## src/rtl/gregorian_date_add_days_core_assert.svh

```systemverilog
// Assertion macros shared by the date adder modules.
// Included by the controller and datapath; depends on nothing else.
`ifndef GREGORIAN_DATE_ADD_DAYS_CORE_ASSERT_SVH
`define GREGORIAN_DATE_ADD_DAYS_CORE_ASSERT_SVH

// The consequent must hold in the same cycle as the antecedent.
`define GDAD_ASSERT_SAME(label, clk, rst, ante, cons) \
   label: assert property (@(posedge clk) disable iff (rst) (ante) |-> (cons)) \
      else $error("gdad: same-cycle assertion failed");

// The consequent must hold in the cycle after the antecedent.
`define GDAD_ASSERT_NEXT(label, clk, rst, ante, cons) \
   label: assert property (@(posedge clk) disable iff (rst) (ante) |=> (cons)) \
      else $error("gdad: next-cycle assertion failed");

`endif

```

## src/rtl/gdad_pkg.sv

```systemverilog
// Shared widths, constants, calendar functions and control structs of the date adder.
// Used by the channel interfaces, the controller, the datapath and the top level.
`timescale 1ns / 1ps

package gdad_pkg;

   localparam int YearW  = 14;
   localparam int MonthW = 4;
   localparam int DayW   = 5;
   localparam int AddW   = 20;
   // Offset from the first of the month: day - 1 plus the full day count.
   localparam int OffW   = 21;
   // Year split as century and year within the century.
   localparam int CentW  = 8;
   localparam int YrcW   = 7;
   localparam int ProdW  = 27;
   localparam int YlenW  = 9;

   localparam logic [YearW-1:0]  MaxYear    = 14'd9999;
   localparam logic [MonthW-1:0] MonthJan   = 4'd1;
   localparam logic [MonthW-1:0] MonthDec   = 4'd12;
   localparam logic [DayW-1:0]   LastDecDay = 5'd31;
   localparam logic [YrcW-1:0]   LastYrc    = 7'd99;
   localparam logic [YlenW-1:0]  CommonYear = 9'd365;

   // Reciprocal of 100 scaled by 2^19; exact floor for every 14-bit year.
   localparam logic [12:0] Recip100   = 13'd5243;
   localparam int          RecipShift = 19;

   // Command from the controller to the datapath.
   typedef struct packed {
      logic load;
      logic prep_q;
      logic prep_r;
      logic check;
      logic step;
      logic finish;
   } cmd_type;

   // Status from the datapath to the controller.
   typedef struct packed {
      logic walk_done;
      logic out_free;
   } status_type;

   // Leap year from century and year within century (100 is a multiple of 4).
   function automatic logic is_leap(input logic [CentW-1:0] cent,
                                    input logic [YrcW-1:0] yrc);
      logic leap;
      if (yrc == '0) begin
         leap = (cent[1:0] == 2'b00);
      end else begin
         leap = (yrc[1:0] == 2'b00);
      end
      return leap;
   endfunction

   // Length of a month; codes outside 1..12 read as 31 and are caught elsewhere.
   function automatic logic [DayW-1:0] days_in_month(input logic leap,
                                                     input logic [MonthW-1:0] month);
      logic [DayW-1:0] len;
      case (month) inside
         4'd4, 4'd6, 4'd9, 4'd11: len = 5'd30;
         4'd2:                    len = leap ? 5'd29 : 5'd28;
         default:                 len = 5'd31;
      endcase
      return len;
   endfunction

endpackage

```

## src/rtl/gdad_chan_if.sv

```systemverilog
// Valid/ready channel interfaces for the date adder request and response.
// Depends on gdad_pkg for the field widths.
`timescale 1ns / 1ps

interface gdad_req_if;
   import gdad_pkg::*;

   logic              valid;
   logic              ready;
   logic [YearW-1:0]  start_year;
   logic [MonthW-1:0] start_month;
   logic [DayW-1:0]   start_day;
   logic [AddW-1:0]   days_to_add;

   modport source (output valid, output start_year, output start_month,
                   output start_day, output days_to_add, input ready);
   modport sink   (input valid, input start_year, input start_month,
                   input start_day, input days_to_add, output ready);
endinterface

interface gdad_rsp_if;
   import gdad_pkg::*;

   logic              valid;
   logic              ready;
   logic [YearW-1:0]  result_year;
   logic [MonthW-1:0] result_month;
   logic [DayW-1:0]   result_day;
   logic              year_overflow;
   logic              bad_input;

   modport source (output valid, output result_year, output result_month,
                   output result_day, output year_overflow, output bad_input,
                   input ready);
   modport sink   (input valid, input result_year, input result_month,
                   input result_day, input year_overflow, input bad_input,
                   output ready);
endinterface

```

## src/rtl/gdad_ctrl.sv

```systemverilog
// Sequencing state machine of the date adder: accept, prepare, check, walk, deliver.
// Depends on gdad_pkg and the assertion macro header.
`timescale 1ns / 1ps
`include "gregorian_date_add_days_core_assert.svh"

module gdad_ctrl (
   input  logic                clock,
   input  logic                reset,
   input  logic                req_valid,
   output logic                req_ready,
   input  gdad_pkg::status_type status,
   output gdad_pkg::cmd_type    cmd
);
   import gdad_pkg::*;

   typedef enum logic [5:0] {
      ST_IDLE   = 6'b000001,
      ST_PREP_Q = 6'b000010,
      ST_PREP_R = 6'b000100,
      ST_CHECK  = 6'b001000,
      ST_WALK   = 6'b010000,
      ST_DONE   = 6'b100000
   } state_type;

   state_type state_ff;
   state_type state_in;

   // State register.
   always_ff @(posedge clock) begin
      if (reset) begin
         state_ff <= ST_IDLE;
      end else begin
         state_ff <= state_in;
      end
   end

   // A new request is taken only between items.
   assign req_ready = (state_ff == ST_IDLE);

   // Next state and commands.
   always_comb begin
      state_in = state_ff;
      cmd      = '0;
      unique case (state_ff)
         ST_IDLE: begin
            if (req_valid) begin
               cmd.load = 1'b1;
               state_in = ST_PREP_Q;
            end
         end
         ST_PREP_Q: begin
            cmd.prep_q = 1'b1;
            state_in   = ST_PREP_R;
         end
         ST_PREP_R: begin
            cmd.prep_r = 1'b1;
            state_in   = ST_CHECK;
         end
         ST_CHECK: begin
            cmd.check = 1'b1;
            state_in  = ST_WALK;
         end
         ST_WALK: begin
            if (status.walk_done) begin
               state_in = ST_DONE;
            end else begin
               cmd.step = 1'b1;
            end
         end
         ST_DONE: begin
            // Hand the result over once the output register is free.
            if (status.out_free) begin
               cmd.finish = 1'b1;
               state_in   = ST_IDLE;
            end
         end
         default: begin
            state_in = ST_IDLE;
         end
      endcase
   end

   // A result that cannot be handed over keeps the machine waiting.
   `GDAD_ASSERT_NEXT(a_done_waits, clock, reset,
      (state_ff == ST_DONE) && !status.out_free, state_ff == ST_DONE)
   // An unfinished walk keeps stepping.
   `GDAD_ASSERT_NEXT(a_walk_continues, clock, reset,
      (state_ff == ST_WALK) && !status.walk_done, state_ff == ST_WALK)
   // An accepted request always starts the year split.
   `GDAD_ASSERT_NEXT(a_load_starts_split, clock, reset, cmd.load, state_ff == ST_PREP_Q)

endmodule

```

## src/rtl/gdad_dp.sv

```systemverilog
// Datapath of the date adder: operand registers, year split, validity check,
// year and month walk, and the response register. Depends on gdad_pkg,
// the channel interfaces and the assertion macro header.
`timescale 1ns / 1ps
`include "gregorian_date_add_days_core_assert.svh"

module gdad_dp (
   input  logic                 clock,
   input  logic                 reset,
   gdad_req_if.sink             req_chan,
   gdad_rsp_if.source           rsp_chan,
   input  gdad_pkg::cmd_type    cmd,
   output gdad_pkg::status_type status
);
   import gdad_pkg::*;

   // Working registers.
   logic [YearW-1:0]  y_ff, y_in;
   logic [MonthW-1:0] m_ff, m_in;
   logic [DayW-1:0]   d_ff, d_in;
   logic [AddW-1:0]   add_ff, add_in;
   logic [OffW-1:0]   off_ff, off_in;
   logic [CentW-1:0]  cent_ff, cent_in;
   logic [YrcW-1:0]   yrc_ff, yrc_in;
   logic              bad_ff, bad_in;
   logic              ovf_ff, ovf_in;

   // Response register.
   logic              rsp_valid_ff, rsp_valid_in;
   logic [YearW-1:0]  res_year_ff, res_year_in;
   logic [MonthW-1:0] res_month_ff, res_month_in;
   logic [DayW-1:0]   res_day_ff, res_day_in;
   logic              res_ovf_ff, res_ovf_in;
   logic              res_bad_ff, res_bad_in;

   logic [ProdW-1:0]  recip_prod;
   logic [YearW-1:0]  yrc_full;
   logic              leap;
   logic [DayW-1:0]   mlen;
   logic [YlenW-1:0]  ylen;
   logic              bad_date;
   logic              year_skip;
   logic              month_step;
   logic              walk_done;

   always_ff @(posedge clock) begin
      if (reset) begin
         rsp_valid_ff <= 1'b0;
         bad_ff       <= 1'b0;
         ovf_ff       <= 1'b0;
      end else begin
         rsp_valid_ff <= rsp_valid_in;
         bad_ff       <= bad_in;
         ovf_ff       <= ovf_in;
      end
   end

   always_ff @(posedge clock) begin
      y_ff         <= y_in;
      m_ff         <= m_in;
      d_ff         <= d_in;
      add_ff       <= add_in;
      off_ff       <= off_in;
      cent_ff      <= cent_in;
      yrc_ff       <= yrc_in;
      res_year_ff  <= res_year_in;
      res_month_ff <= res_month_in;
      res_day_ff   <= res_day_in;
      res_ovf_ff   <= res_ovf_in;
      res_bad_ff   <= res_bad_in;
   end

   // Century by multiplication with the reciprocal, remainder from the registered century.
   assign recip_prod = ProdW'(y_ff) * ProdW'(Recip100);
   assign yrc_full   = y_ff - (YearW'(cent_ff) * 14'd100);

   // Calendar facts of the current year and month.
   assign leap = is_leap(cent_ff, yrc_ff);
   assign mlen = days_in_month(leap, m_ff);
   assign ylen = CommonYear + YlenW'(leap);

   assign bad_date = (y_ff > MaxYear) || (m_ff == '0) || (m_ff > MonthDec) ||
                     (d_ff == '0) || (d_ff > mlen);

   // A whole year is skipped from January; otherwise one month at a time.
   assign year_skip  = (m_ff == MonthJan) && (off_ff >= OffW'(ylen));
   assign month_step = (off_ff >= OffW'(mlen));
   assign walk_done  = bad_ff || ovf_ff || !(year_skip || month_step);

   assign status.walk_done = walk_done;
   assign status.out_free  = !rsp_valid_ff || rsp_chan.ready;

   // Next values of the working registers.
   always_comb begin
      y_in    = y_ff;
      m_in    = m_ff;
      d_in    = d_ff;
      add_in  = add_ff;
      off_in  = off_ff;
      cent_in = cent_ff;
      yrc_in  = yrc_ff;
      bad_in  = bad_ff;
      ovf_in  = ovf_ff;

      if (cmd.load) begin
         y_in   = req_chan.start_year;
         m_in   = req_chan.start_month;
         d_in   = req_chan.start_day;
         add_in = req_chan.days_to_add;
      end

      if (cmd.prep_q) begin
         cent_in = recip_prod[RecipShift +: CentW];
      end

      if (cmd.prep_r) begin
         yrc_in = yrc_full[YrcW-1:0];
      end

      if (cmd.check) begin
         bad_in = bad_date;
         ovf_in = 1'b0;
         off_in = OffW'(d_ff) - OffW'(1) + OffW'(add_ff);
      end

      if (cmd.step && !walk_done) begin
         if (year_skip) begin
            off_in = off_ff - OffW'(ylen);
         end else begin
            off_in = off_ff - OffW'(mlen);
            if (m_ff == MonthDec) begin
               m_in = MonthJan;
            end else begin
               m_in = m_ff + MonthW'(1);
            end
         end
         // Entering the next year, either by a skip or by leaving December.
         if (year_skip || (m_ff == MonthDec)) begin
            if (y_ff == MaxYear) begin
               ovf_in = 1'b1;
            end else begin
               y_in = y_ff + YearW'(1);
               if (yrc_ff == LastYrc) begin
                  yrc_in  = '0;
                  cent_in = cent_ff + CentW'(1);
               end else begin
                  yrc_in = yrc_ff + YrcW'(1);
               end
            end
         end
      end
   end

   // Response register: load on finish, drop once the transfer completes.
   always_comb begin
      res_year_in  = res_year_ff;
      res_month_in = res_month_ff;
      res_day_in   = res_day_ff;
      res_ovf_in   = res_ovf_ff;
      res_bad_in   = res_bad_ff;
      rsp_valid_in = rsp_valid_ff && !rsp_chan.ready;

      if (cmd.finish) begin
         rsp_valid_in = 1'b1;
         res_bad_in   = bad_ff;
         res_ovf_in   = ovf_ff && !bad_ff;
         if (bad_ff) begin
            res_year_in  = y_ff;
            res_month_in = m_ff;
            res_day_in   = d_ff;
         end else if (ovf_ff) begin
            res_year_in  = MaxYear;
            res_month_in = MonthDec;
            res_day_in   = LastDecDay;
         end else begin
            res_year_in  = y_ff;
            res_month_in = m_ff;
            res_day_in   = off_ff[DayW-1:0] + DayW'(1);
         end
      end
   end

   assign rsp_chan.valid         = rsp_valid_ff;
   assign rsp_chan.result_year   = res_year_ff;
   assign rsp_chan.result_month  = res_month_ff;
   assign rsp_chan.result_day    = res_day_ff;
   assign rsp_chan.year_overflow = res_ovf_ff;
   assign rsp_chan.bad_input     = res_bad_ff;

   // A finished walk leaves an offset inside the current month.
   `GDAD_ASSERT_SAME(a_offset_in_month, clock, reset,
      cmd.finish && !bad_ff && !ovf_ff, off_ff < OffW'(mlen))
   // The century split follows the year throughout the walk.
   `GDAD_ASSERT_SAME(a_split_tracks_year, clock, reset,
      cmd.step && !bad_ff,
      (y_ff <= MaxYear) && ((YearW'(cent_ff) * 14'd100 + YearW'(yrc_ff)) == y_ff))
   // Handing over a result always raises the response valid.
   `GDAD_ASSERT_NEXT(a_finish_sets_valid, clock, reset, cmd.finish, rsp_valid_ff)

endmodule

```

## src/rtl/gregorian_date_add_days_core.sv

```systemverilog
// Adds a day count to a Gregorian date (years 0 to 9999, proleptic calendar).
// A request is taken only while no item is in progress. Each item passes
// through acceptance, the split of the year into century and year, the date
// check, the walk of one calendar step per cycle, a state that sees the walk
// has ended and the response load, plus any wait for the output register to
// free. A step is one whole year when the walk stands in January with at least
// a year left, otherwise one month, so steps come to about days_to_add / 365
// plus up to 22 months; the single subtract-and-compare of the walk sets this.
// Invalid dates take no calendar step and finish with bad_input set and the
// fields echoed; a walk past 9999-12-31 saturates there with year_overflow set.
// The response sits in an output register, so a new request can be taken while
// the previous response waits for its transfer.
// Depends on gdad_pkg, the channel interfaces, gdad_ctrl and gdad_dp.
`timescale 1ns / 1ps

module gregorian_date_add_days_core (
   input  logic       clock,
   input  logic       reset,
   gdad_req_if.sink   req_chan,
   gdad_rsp_if.source rsp_chan
);
   import gdad_pkg::*;

   cmd_type    cmd;
   status_type status;

   // Sequencer.
   gdad_ctrl u_ctrl (
      .clock     (clock),
      .reset     (reset),
      .req_valid (req_chan.valid),
      .req_ready (req_chan.ready),
      .status    (status),
      .cmd       (cmd)
   );

   // Operand registers, calendar walk and response register.
   gdad_dp u_dp (
      .clock    (clock),
      .reset    (reset),
      .req_chan (req_chan),
      .rsp_chan (rsp_chan),
      .cmd      (cmd),
      .status   (status)
   );

endmodule

```

## src/flat_wrapper.sv

```systemverilog
// flat-port wrapper written by rule: the top's interface ports become plain ports
module gregorian_date_add_days_core_flat import gdad_pkg::*;
  (clock, reset, req_chan_valid, req_chan_start_year, req_chan_start_month, req_chan_start_day, req_chan_days_to_add, req_chan_ready, rsp_chan_valid, rsp_chan_result_year, rsp_chan_result_month, rsp_chan_result_day, rsp_chan_year_overflow, rsp_chan_bad_input, rsp_chan_ready);
  gdad_req_if req_chan_i ();
  gdad_rsp_if rsp_chan_i ();
  input  logic clock;
  input  logic reset;
  input wire logic [$bits(req_chan_i.valid)-1:0] req_chan_valid;
  input wire logic [$bits(req_chan_i.start_year)-1:0] req_chan_start_year;
  input wire logic [$bits(req_chan_i.start_month)-1:0] req_chan_start_month;
  input wire logic [$bits(req_chan_i.start_day)-1:0] req_chan_start_day;
  input wire logic [$bits(req_chan_i.days_to_add)-1:0] req_chan_days_to_add;
  output wire logic [$bits(req_chan_i.ready)-1:0] req_chan_ready;
  output wire logic [$bits(rsp_chan_i.valid)-1:0] rsp_chan_valid;
  output wire logic [$bits(rsp_chan_i.result_year)-1:0] rsp_chan_result_year;
  output wire logic [$bits(rsp_chan_i.result_month)-1:0] rsp_chan_result_month;
  output wire logic [$bits(rsp_chan_i.result_day)-1:0] rsp_chan_result_day;
  output wire logic [$bits(rsp_chan_i.year_overflow)-1:0] rsp_chan_year_overflow;
  output wire logic [$bits(rsp_chan_i.bad_input)-1:0] rsp_chan_bad_input;
  input wire logic [$bits(rsp_chan_i.ready)-1:0] rsp_chan_ready;
  assign req_chan_i.valid = req_chan_valid;
  assign req_chan_i.start_year = req_chan_start_year;
  assign req_chan_i.start_month = req_chan_start_month;
  assign req_chan_i.start_day = req_chan_start_day;
  assign req_chan_i.days_to_add = req_chan_days_to_add;
  assign req_chan_ready = req_chan_i.ready;
  assign rsp_chan_valid = rsp_chan_i.valid;
  assign rsp_chan_result_year = rsp_chan_i.result_year;
  assign rsp_chan_result_month = rsp_chan_i.result_month;
  assign rsp_chan_result_day = rsp_chan_i.result_day;
  assign rsp_chan_year_overflow = rsp_chan_i.year_overflow;
  assign rsp_chan_bad_input = rsp_chan_i.bad_input;
  assign rsp_chan_i.ready = rsp_chan_ready;
  gregorian_date_add_days_core u_core (.clock(clock), .reset(reset), .req_chan(req_chan_i), .rsp_chan(rsp_chan_i));
endmodule
```

## config.mk

```make
export PLATFORM = sky130hd
export DESIGN_NAME = gregorian_date_add_days_core_flat
export DESIGN_NICKNAME = d
export VERILOG_FILES = /design/src/rtl/gdad_pkg.sv /design/src/rtl/gdad_chan_if.sv /design/src/rtl/gdad_ctrl.sv /design/src/rtl/gdad_dp.sv /design/src/rtl/gregorian_date_add_days_core.sv /design/src/flat_wrapper.sv
export VERILOG_INCLUDE_DIRS = /design/src /design/src/rtl
export SDC_FILE = /design/constraint.sdc
export NUM_CORES = 1
export LEC_CHECK = 0
export BUFFER_PORTS_ARGS = -buffer_cell sky130_fd_sc_hd__buf_4
export CORE_UTILIZATION = 38
export DETAILED_ROUTE_END_ITERATION = 7
export PLACE_DENSITY = 0.59
export SLEW_MARGIN = 20
export SYNTH_ARGS = -nofsm -noshare
export SYNTH_HDL_FRONTEND = slang
export SYNTH_SLANG_ARGS = --single-unit
export TNS_END_PERCENT = 30
```

## constraint.sdc

```tcl
create_clock -name clock -period 16.45 [get_ports clock]
set_input_delay 0.8225 -clock clock [delete_from_list [all_inputs] [get_ports clock]]
set_output_delay 0.8225 -clock clock [all_outputs]
set_load 0.1 [all_outputs]
```

==> run summary <==
share of cells above drive strength 1 = 0.118
clock latency on the worst-skew pair = 360 ps
worst clock skew = 11.6 ps
Post-Route WL = 24.0 mm
EDFF count, synth = 71
wire length per cell = 16.9 um
antenna cell count = 0
Hold Path End = u_core.u_dp.m_ff[1]
Syn-to-layout area delta = 12.3%
worst path bufs/invs = 4
Root Buffer = clkbuf_16
Hold-fix buffers, CTS = 0
clk slew on worst S/H paths = 80 ps
Ys Warns = 0
Setup TNS Final = 0 ps
Worst Min Path Start = u_core.u_dp.m_ff[1]
syn nets = 1273
highest-count cells in the layout ignoring fill and taps = inv_1, ha_1, buf_4, edfxtp_1, nor2_1
top cells by area, synth = edfxtp_1, ha_1, fa_1
R2R cell count = 18
syn_area_per_cell = 9.78 um2
HPWL Detailed = 19.3 mm
Slew headroom = 0.335
fmax = 169 MHz
largest net degree at the start of global routing = 33
Final setup violation count = 0
WP depth = 18
first-pass GRT wire length = 38.3 mm
post-route clock period utilization = 0.360
worst hold path depth = 2
Cells after Synth = 1017
Final Hold Fails = 0
Starting DRT DRC Count = 532
Total Routing Usage GR = 0.185
Initial Utilization = 0.392
CP max stage cell = dfxtp_1
# IOs = 74
worst min path class = reg -> reg
crit-path cells = inv_1 -> fa_1 -> inv_1 -> ha_1 -> fa_1 -> fa_1 -> inv_1 -> fa_1 -> inv_1 -> ha_1 -> a21oi_1 -> o21bai_1 -> a2111oi_0 -> o22ai_1 -> o21a_1 -> o41ai_1 -> xnor2_1 -> o221a_2
drt first pass iters = 5
reg-to-reg setup timing slack = 10530 ps
Rows = 58
Post-synth top flop = edfxtp_1
die area = 26800 um2
vias per cell = 5.24
post-cts gate resize count = 0
Die Span Y = 164 um
Max clock buf depth = 2
unrepaired setup endpoints after global routing = false
CTS tree = yes
initial antenna violation count = 0
antenna viol nets, final = 0
most common cell after layout, fill and taps aside = inv_1
Remaining Overflow, GRT = 0
Worst-Margin Slew = 995 ps
postcts setup bufs = 0
synthesized area = 9950 um2
# DRC = 0
Worst EP arrival = 6180 ps
crit path max fanout = 9
final net count = 1340
status = completed
Max Cap Violations = 0
slowest stage delay, CP = 630 ps
Final Slew Violations = 0
vias in the first global route = 7198
Num Clock Sinks = 110
critical path class = reg -> reg
DIE WIDTH = 164 um
Placer Congestion = 0.864
largest area contributor in the netlist = edfxtp_1
Inserted Clock Buffers = 9
H-tree Lvls = 3
Seq/Total Area, Yosys = 0.293
Synth cell types = 73
Worst Setup Start Kind = register
IO Port Bufs = 73
FF+latch count, synth = 110
asr flop ratio synth = 0
Required @ worst endpoint = 16700 ps
via count = 7435
Synth top area share = 0.214
Crit. End Element = register
delay-heaviest family, CP = adder cells
Reg2Reg Launch Point = u_core.u_dp.y_ff[6]
core footprint = 25400 um2
worst r2r dst = u_core.u_dp.cent_ff[4]
Tmin final = 5920 ps
[per-stage QoR]
step,utilization,cells,setup slack [ps],hold WS [ps],instance area [um2]
final,0.440,1419,10530,544,11200
after global routing,0.440,1419,10280,566,11200
after CTS,0.440,1419,10530,541,11200
after detailed placement,0.428,1403,10590,522,10900
after global placement,0.428,1403,10720,506,10900
after floorplan,-,1017,11220,406,9950
[flip-flops by register name (all words and copies together) (netlist names)]
register	count
u_core.u_dp.add_ff	20
u_core.u_dp.rsp_chan.result_year	14
u_core.u_dp.yrc_ff	7
u_core.u_dp.rsp_chan.result_day	5
u_core.u_dp.cent_ff	5
u_core.u_dp.bad_ff	1
u_core.u_dp.d_ff	5
u_core.u_dp.m_ff	4
u_core.u_dp.ovf_ff	1
u_core.u_ctrl.state_ff	6
u_core.u_dp.rsp_chan.year_overflow	1
u_core.u_dp.rsp_chan.valid	1
u_core.u_dp.rsp_chan.result_month	4
u_core.u_dp.rsp_chan.bad_input	1
u_core.u_dp.y_ff	14
u_core.u_dp.off_ff	21
[worst max-delay path by stage]
stage                               from                     end  slack [ps]
finish               u_core.u_dp.y_ff[6]  u_core.u_dp.cent_ff[4]       10530
global route         u_core.u_dp.y_ff[6]  u_core.u_dp.cent_ff[4]       10280
CTS                  u_core.u_dp.y_ff[6]  u_core.u_dp.cent_ff[4]       10530
detailed placement   u_core.u_dp.y_ff[6]  u_core.u_dp.cent_ff[4]       10590
global placement     u_core.u_dp.y_ff[6]  u_core.u_dp.cent_ff[4]       10720
floorplan           u_core.u_dp.y_ff[11]  u_core.u_dp.cent_ff[4]       11220
[cell type report]
cell class,count,area (um2)
Clock buffer,9,225
Clock inverter,7,77.6
Fill cell,2506,14200
Inverter,152,571
Multi-Input combinational cell,731,6370
Sequential cell,110,2910
Tap cell,330,413
Timing Repair Buffer,80,601
[worst min-delay path: cells and delay by family, from the launching register on]
kind,cells,cell delay (ps)
AND/OR/NAND/NOR,1,70
flip-flops,1,360
AO/OA/AOI/OAI,1,70
[cell usage after synthesis (10+ instances only)]
master      n
inv_1     150
ha_1      143
edfxtp_1   71
nor2_1     67
fa_1       66
nand2_1    62
a21oi_1    59
dfxtp_1    39
o21ai_0    35
xnor2_1    33
nand3_1    29
nor3_1     22
xor2_1     17
and3_1     12
a21o_1     11
a31oi_1    11
buf_2      11
clkbuf_1   11
nand4_1    11
o21bai_1   11
nand2b_1   10
o221a_2    10
[routing by layer]
metal	vias to the layer above	global-route usage	part of all wire
met5	-	0	0
met4	0	0.0324	0.0082
met3	11	0.0212	0.054
met2	183	0.274	0.42
met1	3532	0.289	0.52
li1	3709	-	-
[kinds of logic (layout without fill, tap and decap cells)]
kind of cell	Yosys count	in the layout	synth area share
xor+xnor	50	50	0.0440
mux	5	5	0.00503
flops	110	110	0.293
simple gates	258	258	0.131
compound gates	209	209	0.146
fa+ha+maj	209	209	0.313
buf+inv	176	248	0.0689
Power is not shown: default switching activity piles up to over one toggle a cycle in this logic, so the estimate is an artifact.
